--- src/hw/rtl/b64x_pkg.sv ---
`timescale 1ns / 1ps
`default_nettype none

package b64x_pkg;

   // Configuration register indexes
   localparam logic [7:0] CSR_KEY_BYTE        = 8'd0;
   localparam logic [7:0] CSR_ALPHABET_SELECT = 8'd1;

   // Register reset values
   localparam logic [7:0] KEY_BYTE_RESET = 8'd11;
   localparam logic       ALPHABET_RESET = 1'b0;

   // Character codes
   localparam logic [7:0] PAD_CHAR    = 8'h3D;
   localparam logic [7:0] UPPER_FIRST = 8'h41;
   localparam logic [7:0] UPPER_LAST  = 8'h5A;
   localparam logic [7:0] LOWER_FIRST = 8'h61;
   localparam logic [7:0] LOWER_LAST  = 8'h7A;
   localparam logic [7:0] DIGIT_FIRST = 8'h30;
   localparam logic [7:0] DIGIT_LAST  = 8'h39;
   localparam logic [7:0] STD_PLUS    = 8'h2B;
   localparam logic [7:0] STD_SLASH   = 8'h2F;
   localparam logic [7:0] URL_MINUS   = 8'h2D;
   localparam logic [7:0] URL_UNDER   = 8'h5F;

   // Decoder state carried between characters
   typedef struct packed {
      logic [5:0] pend_bits;
      logic [2:0] pend_count;
      logic       pad_seen;
   } state_type;

   // One result item
   typedef struct packed {
      logic       byte_valid;
      logic [7:0] data_byte;
      logic       string_done;
   } result_type;

   // Table lookup result for one character
   typedef struct packed {
      logic       hit;
      logic [5:0] value;
   } sextet_type;

   // Map a character to its six-bit value in the selected alphabet
   function automatic sextet_type sextet_of(input logic [7:0] ch, input logic url_safe);
      sextet_type s;
      logic [7:0] diff;
      s    = '0;
      diff = '0;
      if (ch >= UPPER_FIRST && ch <= UPPER_LAST) begin
         diff = ch - UPPER_FIRST;
         s.hit = 1'b1;
         s.value = diff[5:0];
      end else if (ch >= LOWER_FIRST && ch <= LOWER_LAST) begin
         diff = ch - LOWER_FIRST + 8'd26;
         s.hit = 1'b1;
         s.value = diff[5:0];
      end else if (ch >= DIGIT_FIRST && ch <= DIGIT_LAST) begin
         diff = ch - DIGIT_FIRST + 8'd52;
         s.hit = 1'b1;
         s.value = diff[5:0];
      end else if (url_safe) begin
         if (ch == URL_MINUS) begin
            s.hit = 1'b1;
            s.value = 6'd62;
         end else if (ch == URL_UNDER) begin
            s.hit = 1'b1;
            s.value = 6'd63;
         end
      end else begin
         if (ch == STD_PLUS) begin
            s.hit = 1'b1;
            s.value = 6'd62;
         end else if (ch == STD_SLASH) begin
            s.hit = 1'b1;
            s.value = 6'd63;
         end
      end
      return s;
   endfunction

endpackage

`default_nettype wire

--- src/hw/rtl/b64x_step.sv ---
`timescale 1ns / 1ps
`default_nettype none

module b64x_step (
   input  wire b64x_pkg::state_type  state_i,
   input  wire logic [7:0]           char_code,
   input  wire logic                 end_of_text,
   input  wire logic [7:0]           key_byte,
   input  wire logic                 alphabet_select,
   output b64x_pkg::state_type       state_o,
   output b64x_pkg::result_type      result_o
);

   b64x_pkg::sextet_type sx;
   logic [11:0] acc;
   logic [3:0]  total;
   logic [3:0]  rest_wide;
   logic [2:0]  rest;
   logic [11:0] shifted;
   logic [11:0] keep_mask;
   logic [11:0] kept;

   // Look up the character and line up the new bits behind the pending ones
   always_comb begin
      sx        = b64x_pkg::sextet_of(char_code, alphabet_select);
      acc       = {state_i.pend_bits, sx.value};
      total     = {1'b0, state_i.pend_count} + 4'd6;
      rest_wide = total - 4'd8;
      rest      = rest_wide[2:0];
      shifted   = acc >> rest;
      keep_mask = (12'd1 << rest) - 12'd1;
      kept      = acc & keep_mask;
   end

   // Advance the state and form the result
   always_comb begin
      state_o              = state_i;
      result_o             = '0;
      result_o.string_done = end_of_text;
      if (!state_i.pad_seen) begin
         if (char_code == b64x_pkg::PAD_CHAR) begin
            state_o.pad_seen = 1'b1;
         end else if (sx.hit) begin
            if (total >= 4'd8) begin
               result_o.byte_valid = 1'b1;
               result_o.data_byte  = shifted[7:0] ^ key_byte;
               state_o.pend_bits   = kept[5:0];
               state_o.pend_count  = rest;
            end else begin
               state_o.pend_bits  = acc[5:0];
               state_o.pend_count = total[2:0];
            end
         end
      end
      // Clear everything after the last character of a string
      if (end_of_text) begin
         state_o = '0;
      end
   end

endmodule

`default_nettype wire

--- src/hw/rtl/base64_decode_xor_bytes_unit.sv ---
// A req_ transfer reaches rsp_tvalid through the input register, then the result register.
// Throughput: one character per cycle while rsp_tready does not stall the result register.
// A stalled rsp_ side holds one result while one more character waits in the input register.
// Reset (synchronous, active high) empties both registers, clears the pending bits and the
// pad flag, and returns key_byte to 11 and alphabet_select to the standard alphabet.
`timescale 1ns / 1ps
`default_nettype none

module base64_decode_xor_bytes_unit (
   input  wire logic       clock,
   input  wire logic       reset,
   // request stream
   input  wire logic       req_tvalid,
   output logic            req_tready,
   input  wire logic [7:0] req_tdata,   // [7:0] char_code
   input  wire logic       req_tlast,   // end_of_text
   // response stream
   output logic            rsp_tvalid,
   input  wire logic       rsp_tready,
   output logic [7:0]      rsp_tdata,   // [7:0] data_byte
   output logic            rsp_tuser,   // [0] byte_valid
   output logic            rsp_tlast,   // string_done
   // configuration writes
   input  wire logic       csr_valid,
   output logic            csr_ready,
   input  wire logic [7:0] csr_index,
   input  wire logic [7:0] csr_data
);

   logic                 in_valid_ff, in_valid_in;
   logic [7:0]           in_char_ff,  in_char_in;
   logic                 in_last_ff,  in_last_in;
   logic                 out_valid_ff, out_valid_in;
   b64x_pkg::result_type out_result_ff, out_result_in;
   b64x_pkg::state_type  state_ff, state_in;
   logic [7:0]           key_ff, key_in;
   logic                 alpha_ff, alpha_in;

   b64x_pkg::state_type  step_state;
   b64x_pkg::result_type step_result;
   logic                 advance;
   logic                 req_xfer;

   b64x_step u_step (
      .state_i         (state_ff),
      .char_code       (in_char_ff),
      .end_of_text     (in_last_ff),
      .key_byte        (key_ff),
      .alphabet_select (alpha_ff),
      .state_o         (step_state),
      .result_o        (step_result)
   );

   // Move a character into the result register when that register is free
   assign advance    = in_valid_ff && (!out_valid_ff || rsp_tready);
   assign req_tready = !in_valid_ff || advance;
   assign req_xfer   = req_tvalid && req_tready;
   assign csr_ready  = 1'b1;

   // Input register
   always_comb begin
      in_valid_in = in_valid_ff;
      in_char_in  = in_char_ff;
      in_last_in  = in_last_ff;
      if (req_xfer) begin
         in_valid_in = 1'b1;
         in_char_in  = req_tdata;
         in_last_in  = req_tlast;
      end else if (advance) begin
         in_valid_in = 1'b0;
      end
   end

   // Result register and decoder state
   always_comb begin
      out_valid_in  = out_valid_ff;
      out_result_in = out_result_ff;
      state_in      = state_ff;
      if (advance) begin
         out_valid_in  = 1'b1;
         out_result_in = step_result;
         state_in      = step_state;
      end else if (rsp_tready) begin
         out_valid_in = 1'b0;
      end
   end

   // Configuration registers; indexes beyond the list are dropped
   always_comb begin
      key_in   = key_ff;
      alpha_in = alpha_ff;
      if (csr_valid && csr_ready) begin
         unique case (csr_index)
            b64x_pkg::CSR_KEY_BYTE:        key_in   = csr_data;
            b64x_pkg::CSR_ALPHABET_SELECT: alpha_in = csr_data[0];
            default: ;
         endcase
      end
   end

   always_ff @(posedge clock) begin
      if (reset) begin
         in_valid_ff  <= 1'b0;
         out_valid_ff <= 1'b0;
         state_ff     <= '0;
         key_ff       <= b64x_pkg::KEY_BYTE_RESET;
         alpha_ff     <= b64x_pkg::ALPHABET_RESET;
      end else begin
         in_valid_ff  <= in_valid_in;
         out_valid_ff <= out_valid_in;
         state_ff     <= state_in;
         key_ff       <= key_in;
         alpha_ff     <= alpha_in;
      end
   end

   // Payload registers
   always_ff @(posedge clock) begin
      in_char_ff    <= in_char_in;
      in_last_ff    <= in_last_in;
      out_result_ff <= out_result_in;
   end

   assign rsp_tvalid = out_valid_ff;
   assign rsp_tdata  = out_result_ff.data_byte;
   assign rsp_tuser  = out_result_ff.byte_valid;
   assign rsp_tlast  = out_result_ff.string_done;

endmodule

`default_nettype wire

--- config.mk ---
export PLATFORM = sky130hd
export DESIGN_NAME = base64_decode_xor_bytes_unit
export DESIGN_NICKNAME = d
export VERILOG_FILES = /design/src/hw/rtl/b64x_pkg.sv /design/src/hw/rtl/b64x_step.sv /design/src/hw/rtl/base64_decode_xor_bytes_unit.sv
export SDC_FILE = /design/constraint.sdc
export NUM_CORES = 1
export LEC_CHECK = 0
export ABC_AREA = 1
export BUFFER_PORTS_ARGS = -buffer_cell sky130_fd_sc_hd__buf_4
export CORE_AREA = 4 4 75 77
export CTS_BUF_LIST = sky130_fd_sc_hd__clkbuf_4 sky130_fd_sc_hd__clkbuf_8
export DETAILED_ROUTE_END_ITERATION = 16
export DIE_AREA = 0 0 79 81
export PLACE_DENSITY = 0.77
export SLEW_MARGIN = 20
export SYNTH_ARGS = -nofsm -noshare
export SYNTH_HDL_FRONTEND = slang
export SYNTH_SLANG_ARGS = --single-unit
export TNS_END_PERCENT = 20
--- constraint.sdc ---
create_clock -name clock -period 6.9 [get_ports clock]
set_input_delay 0.69 -clock clock [delete_from_list [all_inputs] [get_ports clock]]
set_output_delay 0.69 -clock clock [all_outputs]
set_load 0.005 [all_outputs]
==> metrics.md, run 1 <==
| Metric | Value |
|---|---|
| Fin. max-slew vios | 0 |
| CP Launch Type | flop |
| Leakage | 1.41 nW |
| Cts hold-fix bufs | 0 |
| RSZ-0062 raised after global routing | false |
| Critical Path AT | 3.03 ns |
| Setup Total Neg Slack | 0 ns |
| DRC Markers | 0 |
| Final setup fails | 0 |
| Worst-Margin Slew | 0.710 ns |
| Status | complete, no violations |
| Predominant post-synthesis flop cell | dfxtp_1 |
| Top-Level Pins | 43 |
| Final WL | 6200 um |
| Critical path launch point | state_ff[2] |
| Number of I/O port buffers | 41 |
| DR pass1 iterations | 4 |
| Worst hold path class | flop to flop |
| Critical Path RT | 7.05 ns |
| First-pass GRT wire length | 10400 um |
| Post-synth EDFFs | 19 |
| Commonest non-fill, non-tap cells in the layout | nand2_1 (100), nor2_1 (42), buf_4 (41) |
| Synth Warn # | 0 |
| Die Y | 81 um |
| Main combinational cell family by area after synthesis | simple AND/OR/NAND/NOR gates |
| Flop-to-flop setup slack | 4.02 ns |
| Initial DRC Count | 195 |
| Mux share of post-synthesis cell area | 0% |
| Clk_lat worst skew | 0.29 ns |
| Clock Sinks | 39 |
| Post-cts resize count | 0 |
| FF-to-FF path depth | 7 |
| CP Max Fanout | 21 |
| Synth Register Bits | 39 |
| Netlist cell types | 35 |
| P&R area growth vs syn | 16.3% |
| Crit path kind | flop to flop |
| Top achievable clock speed | 347 MHz |
| Initial Util | 53.4% |
| Root buf cell | clkbuf_8 |
| Final RePlAce weighted congestion | 0.933 |
| H-Tree Depth | 2 |
| TritonCTS Buffers | 5 |
| Most common library cell in the layout ignoring fill and taps | nand2_1 |
| Per-cell routed wire length | 12.8 um |
| R2R Path End | rsp_tdata[6] |
| Bufs on Longest Clock Path | 2 |
| Hold Path Stages | 2 |
| Die area | 6400 sq um |
| Final count of hold timing violations | 0 |
| Post-synth ARST share | 0% |
| Total track usage | 20.5% |
| Crit end category | flop |
| Vias in the first global route | 2334 |
| Cell count after synthesis | 371 |
| DP HPWL | 4960 um |
| Share of cells above drive strength 1 | 20.3% |
| Area of the core | 5010 sq um |
| Clock transition at the registers of the reported paths | 0.07 ns |
| Syn Area/Cell | 7.21 sq um |
| ANT cells | 0 |
| Tmin final | 2.88 ns |
| Slew headroom | 52.6% |
| DR vias/cell | 5.12 |
| Remaining antenna violation count | 0 |
| Maximum VDD drop | 0.155 mV |
| Post-CTS Repair Setup Buffers | 0 |
| CP Capture Point | rsp_tdata[6] |
| CTS tree | yes |
| Part of the Yosys area used for sequential elements | 36.3% |
| Clock skew | 0.00654 ns |
| Fin util | 62.1% |
| Layout fillers | 492 |
| Via count | 2480 |
| Final #Nets | 458 |
| Largest net degree at the start of global routing | 22 |
| Overall power | 0.000541 W |
| DIE WIDTH | 79 um |
| Synth Area in Compound Gates | 11.6% |
| Period Utilization, post-route | 41.7% |
| Row cnt | 26 |
| Area share of and/or/nand/nor cells after synthesis | 35.3% |
| Total gr overflow | 0 |
| Antenna violations before repair | 0 |
| Adder-Cell Fraction of Synth Area | 7.57% |
| Reg2reg start | state_ff[2] |
| Maxcap violations | 0 |
| Synth Area in XOR/XNOR | 0.982% |
| Hold path start | state_ff[7] |
| Mapped cell area | 2680 sq um |
| Pwr per Cell Area | 174 nW/um^2 |
through the flow:
stage	hold slack, ns	cell area, sq um	worst slack, ns	std cells
2_1_floorplan	0.439	2680	4.64	372
3_3_place_gp	0.480	3020	4.13	476
3_5_place_dp	0.484	3020	4.05	476
4_1_cts	0.495	3110	4.01	484
5_1_grt	0.530	3110	3.65	484
6_report	0.492	3110	4.02	484
flip-flops by register name (all words and copies together) (netlist names):
name and flops:
rsp_tvalid 1, rsp_tuser 1, key_ff 8, in_valid_ff 1, state_ff 9, rsp_tlast 1, in_char_ff 8, alpha_ff 1
rsp_tdata 8, in_last_ff 1
power breakdown:
part	leakage [nW]	internal, W	total, W	switching [W]
combinational	1.02	0.0000479	0.000120	0.0000724
clock	0.0491	0.0000787	0.000153	0.0000745
sequential	0.345	0.000254	0.000268	0.0000135
per-layer routing:
layer	vias up	part of all wire, %	GRT usage, %	routed length (um)
li1	1287	-	-	-
met5	-	0	0	0
met1	1139	47	26.9	2940
met2	50	48	34.8	2970
met4	0	0.92	6.19	57
met3	4	3.8	3.55	234
Yosys cell counts (3+ instances only):
| cell | number | area, sq um |
|---|---|---|
| a21oi_1 | 25 | 125 |
| nand2_2 | 7 | 43.8 |
| nor2_4 | 3 | 33.8 |
| o211ai_1 | 3 | 22.5 |
| ha_1 | 13 | 163 |
| nand2_4 | 4 | 45.0 |
| xor2_1 | 3 | 26.3 |
| nand3_1 | 40 | 200 |
| inv_1 | 30 | 113 |
| o21ai_2 | 5 | 43.8 |
| nand2_1 | 100 | 375 |
| or2_2 | 5 | 31.3 |
| nor2_1 | 42 | 158 |
| dfxtp_1 | 20 | 400 |
| clkinv_1 | 4 | 15.0 |
| inv_4 | 3 | 18.8 |
| inv_2 | 5 | 18.8 |
| o21ai_0 | 17 | 85.1 |
| edfxtp_1 | 19 | 571 |
cell type report:
class / count / area, sq um / share of cell area [%]
multi-input combinational: 284 / 1490 / 48.0
tap: 70 / 87.6 / 2.81
timing repair buffer: 41 / 308 / 9.89
sequential: 39 / 971 / 31.2
inverter: 42 / 165 / 5.31
clock buffer: 7 / 83.8 / 2.69
clock inverter: 1 / 5.00 / 0.161
how the worst min path moves through the flow:
stage,to
after floorplan,state_ff[7]
after global placement,state_ff[7]
after detailed placement,state_ff[7]
after CTS,state_ff[7]
after global routing,state_ff[7]
final,state_ff[7]
logic make-up after synthesis:
family | count (synthesis)
flops | 39
xor+xnor | 3
other cells | 1
buf+inv | 49
fa+ha+maj | 15
compound gates | 54
simple gates | 210
critical path, stage by stage (launching register included):
cell,delay [ns]
dfxtp_1,0.78
clkinv_1,0.44
ha_1,0.57
clkinv_1,0.28
nor2_1,0.16
a31oi_1,0.06
or2_2,0.31
a21oi_1,0.13
(Power assumes the default switching activity.)
==> run 2: changes to the inputs <==
- CORE_AREA: 4 4 75 77 -> 4 4 77 79
- DIE_AREA: 0 0 79 81 -> 0 0 81 83
- PLACE_DENSITY: 0.77 -> 0.76
- clock period: 6.9 -> 2.31 ns (I/O delays scaled with it)
==> run 2 against run 1 <==
Compared with the run above:
- non-clock buffer count grew 24
- sequential share of layout area down 3.6 points
- total power increased to 3.4 times the previous value
==> metrics.md, run 2 (synthesis results as in run 1) <==
| Metric | Value |
|---|---|
| Status | complete, no violations |
| Final worst slack | 0.0611 ns (-3.96 ns) |
| DR pass1 iterations | 4 (unchanged) |
| Largest register by flop count | state_ff |
| CP Launch Type | flop |
| Total gr overflow | 0 (unchanged) |
| Crit end category | flop |
| Final count of hold timing violations | 0 (unchanged) |
| Vias in the first global route | 2455 (+5.2%) |
| Critical Path RT | 2.37 ns (-4.68 ns) |
| TritonCTS Buffers | 5 (unchanged) |
| Slew headroom | 62.0% (+9.4 points) |
| Worst-Margin Slew | 0.569 ns (-0.141 ns) |
| Critical path launch point | in_char_ff[0] |
| Design area | 3520 sq um (+13%) |
| Die Y | 83 um (+2.5%) |
| Met1 usage | 26.8% (-0.066 points) |
| Worst path cell trace | buf_6 > ha_4 > nand2_2 > nand2_2 > nor2_2 > nor2_4 > nand2_2 > nand2_1 > nand2_2 > nand3_4 > nand2_2 > nand2_2 > a21oi_2 > nor2_1 |
| Flop-to-flop setup slack | 0.06 ns (-3.96 ns) |
| ANT cells | 0 (unchanged) |
| Final WL | 7080 um (+14%) |
| Antenna violations before repair | 0 (unchanged) |
| Maxcap violations | 0 (unchanged) |
| DRC Markers | 0 (unchanged) |
| P&R area growth vs syn | 31.6% |
| Largest net degree at the start of global routing | 21 (-4.5%) |
| Die area | 6720 sq um (+5.1%) |
| Dpl cells | 493 (+3.6%) |
| Crit-path max cell delay | 0.52 ns (-0.26 ns) |
| Top-Level Pins | 43 (unchanged) |
| Clock transition at the registers of the reported paths | 0.08 ns (about the same) |
| Final #Nets | 482 (+5.2%) |
| Fin util | 66.0% (+3.8 points) |
| Setup WS pre-CTS | 0.0312 ns (-4.02 ns) |
| First-pass GRT wire length | 10900 um (+5.0%) |
| Commonest non-fill, non-tap cells in the layout | nand2_1 (84), buf_4 (63), nor2_1 (40) |
| Critical Path AT | 2.31 ns (-0.72 ns) |
| Via count | 2641 (+6.5%) |
| Initial DRC Count | 197 (+1.0%) |
| CP Max Fanout | 6 (-71%) |
| Bufs on Longest Clock Path | 2 (unchanged) |
| Critical path's most frequent cell | nand2_2 |
| DR vias/cell | 5.18 (+1.1%) |
| Met3 Use GR | 4.12% (+0.57 points) |
| Crit path kind | flop to flop |
| Worst hold path class | input pin to flop |
| Maximum VDD drop | 0.412 mV (+170%) |
| Final RePlAce weighted congestion | 0.988 (+5.9%) |
| Leakage | 1.56 nW (+11%) |
| Total track usage | 20.5% (-0.079 points) |
| Initial Util | 50.1% (-3.3 points) |
| Remaining antenna violation count | 0 (unchanged) |
| Number of I/O port buffers | 41 (unchanged) |
| Clock skew | 0.00689 ns (+0.000346 ns) |
| Per-cell routed wire length | 13.9 um (+8.3%) |
| Root buf cell | clkbuf_8 |
| Period Utilization, post-route | 97.4% (+56 points) |
| Tmin final | 2.25 ns (-0.630 ns) |
| Area of the core | 5340 sq um (+6.5%) |
| Pwr per Cell Area | 519 nW/um^2 (+200%) |
| DIE WIDTH | 81 um (+2.5%) |
| Reg2reg start | in_char_ff[0] |
| Final setup fails | 0 (unchanged) |
| Buf+Inv Stages, Crit Path | 1 (-1) |
| Fin. max-slew vios | 0 (unchanged) |
| GRT busiest layer | met2 |
| Clk_lat worst skew | 0.29 ns (about the same) |
| Hold path start | req_tdata[0] |
| Share of cells above drive strength 1 | 34.2% (+14 points) |
| Crit-path slowest cell | edfxtp_1 |
| CTS tree | yes |
| RSZ-0062 raised after global routing | true |
| Clock Sinks | 39 (unchanged) |
| Cts hold-fix bufs | 0 (unchanged) |
| Layout fillers | 468 (-4.9%) |
| Most common library cell in the layout ignoring fill and taps | nand2_1 |
| CP delay by family, top | simple AND/OR/NAND/NOR gates |
| Top achievable clock speed | 445 MHz (+28%) |
| Largest register FFs | 9 (unchanged) |
| DP Area | 3140 sq um (+3.8%) |
| DP HPWL | 5140 um (+3.7%) |
| Met2 usage | 33.6% (-1.2 points) |
| Non-Filler Instances | 510 (+5.4%) |
| H-Tree Depth | 2 (unchanged) |
| Row cnt | 27 (+3.8%) |
run 2: cell types whose count changed in the layout (fill, tap and decap cells not counted), moves of 3 or more:
| cell | change |
|---|---|
| nand2_1 | -16 |
| a21oi_2 | +3 |
| ha_1 | -7 |
| inv_1 | -5 |
| nand3_2 | +6 |
| a21oi_1 | -3 |
| nand2_2 | +15 |
| inv_2 | +4 |
| ha_4 | +6 |
| buf_4 | +22 |
| nand3_1 | -7 |
run 2: layer usage:
layer / wire, um / vias up / part of all wire, %
li1: - / 1338 / -
met4: 130 / 0 / 1.8
met1: 3170 / 1213 / 45
met5: 0 / - / 0
met2: 3400 / 75 / 48
met3: 386 / 15 / 5.5
run 2: worst register-to-register path: cells and delay by family, from the launching register on:
family          cells  cell delay (ns)
simple gates       11             1.01
flops               1             0.52
buf+inv             1             0.18
fa+ha+maj           1             0.17
compound gates      1             0.13
run 2: repair_timing:
action                                  in CTS  in global routing
resized for setup                            0                 56
setup buffers                                0                  9
endpoints found under the setup margin       0                 17
run 2: worst paths after layout:
| path | end | depth (start not counted) |
|---|---|---|
| worst max register to register | rsp_tdata[4] | 14 |
| worst max-delay path | rsp_tdata[4] | 14 |
| worst min-delay path | in_char_ff[0] | 1 |
| worst min register to register | state_ff[7] | 2 |
run 2: final cells by class:
cell class                 count  area (sq um)  share of cell area, %
timing repair buffer          65           495                   14.1
clock buffer                   5          68.8                   1.95
sequential                    39           971                   27.6
multi-input combinational    284          1680                   47.8
inverter                      42           170                   4.83
tap                           72          90.1                   2.56
clock inverter                 3          43.8                   1.24
run 2: where the power goes:
group | internal, W | switching [W] | total [W]
Sequential | 0.000759 | 0.0000286 | 0.000787
Combinational | 0.000198 | 0.000274 | 0.000471
Clock | 0.000322 | 0.000248 | 0.000570
Total | 0.00128 | 0.000551 | 0.00183
run 2: per-stage QoR:
stage / TNS, ns / hold WS (ns) / power, W
6_report: 0 / 0.107 / 0.00183
5_1_grt: -0.431 / 0.0977 / 0.00192
4_1_cts: 0 / 0.0993 / 0.00178
3_5_place_dp: 0 / 0.411 / 0.00120
3_3_place_gp: 0 / 0.410 / 0.00120
2_1_floorplan: 0 / 0.300 / 0.00106
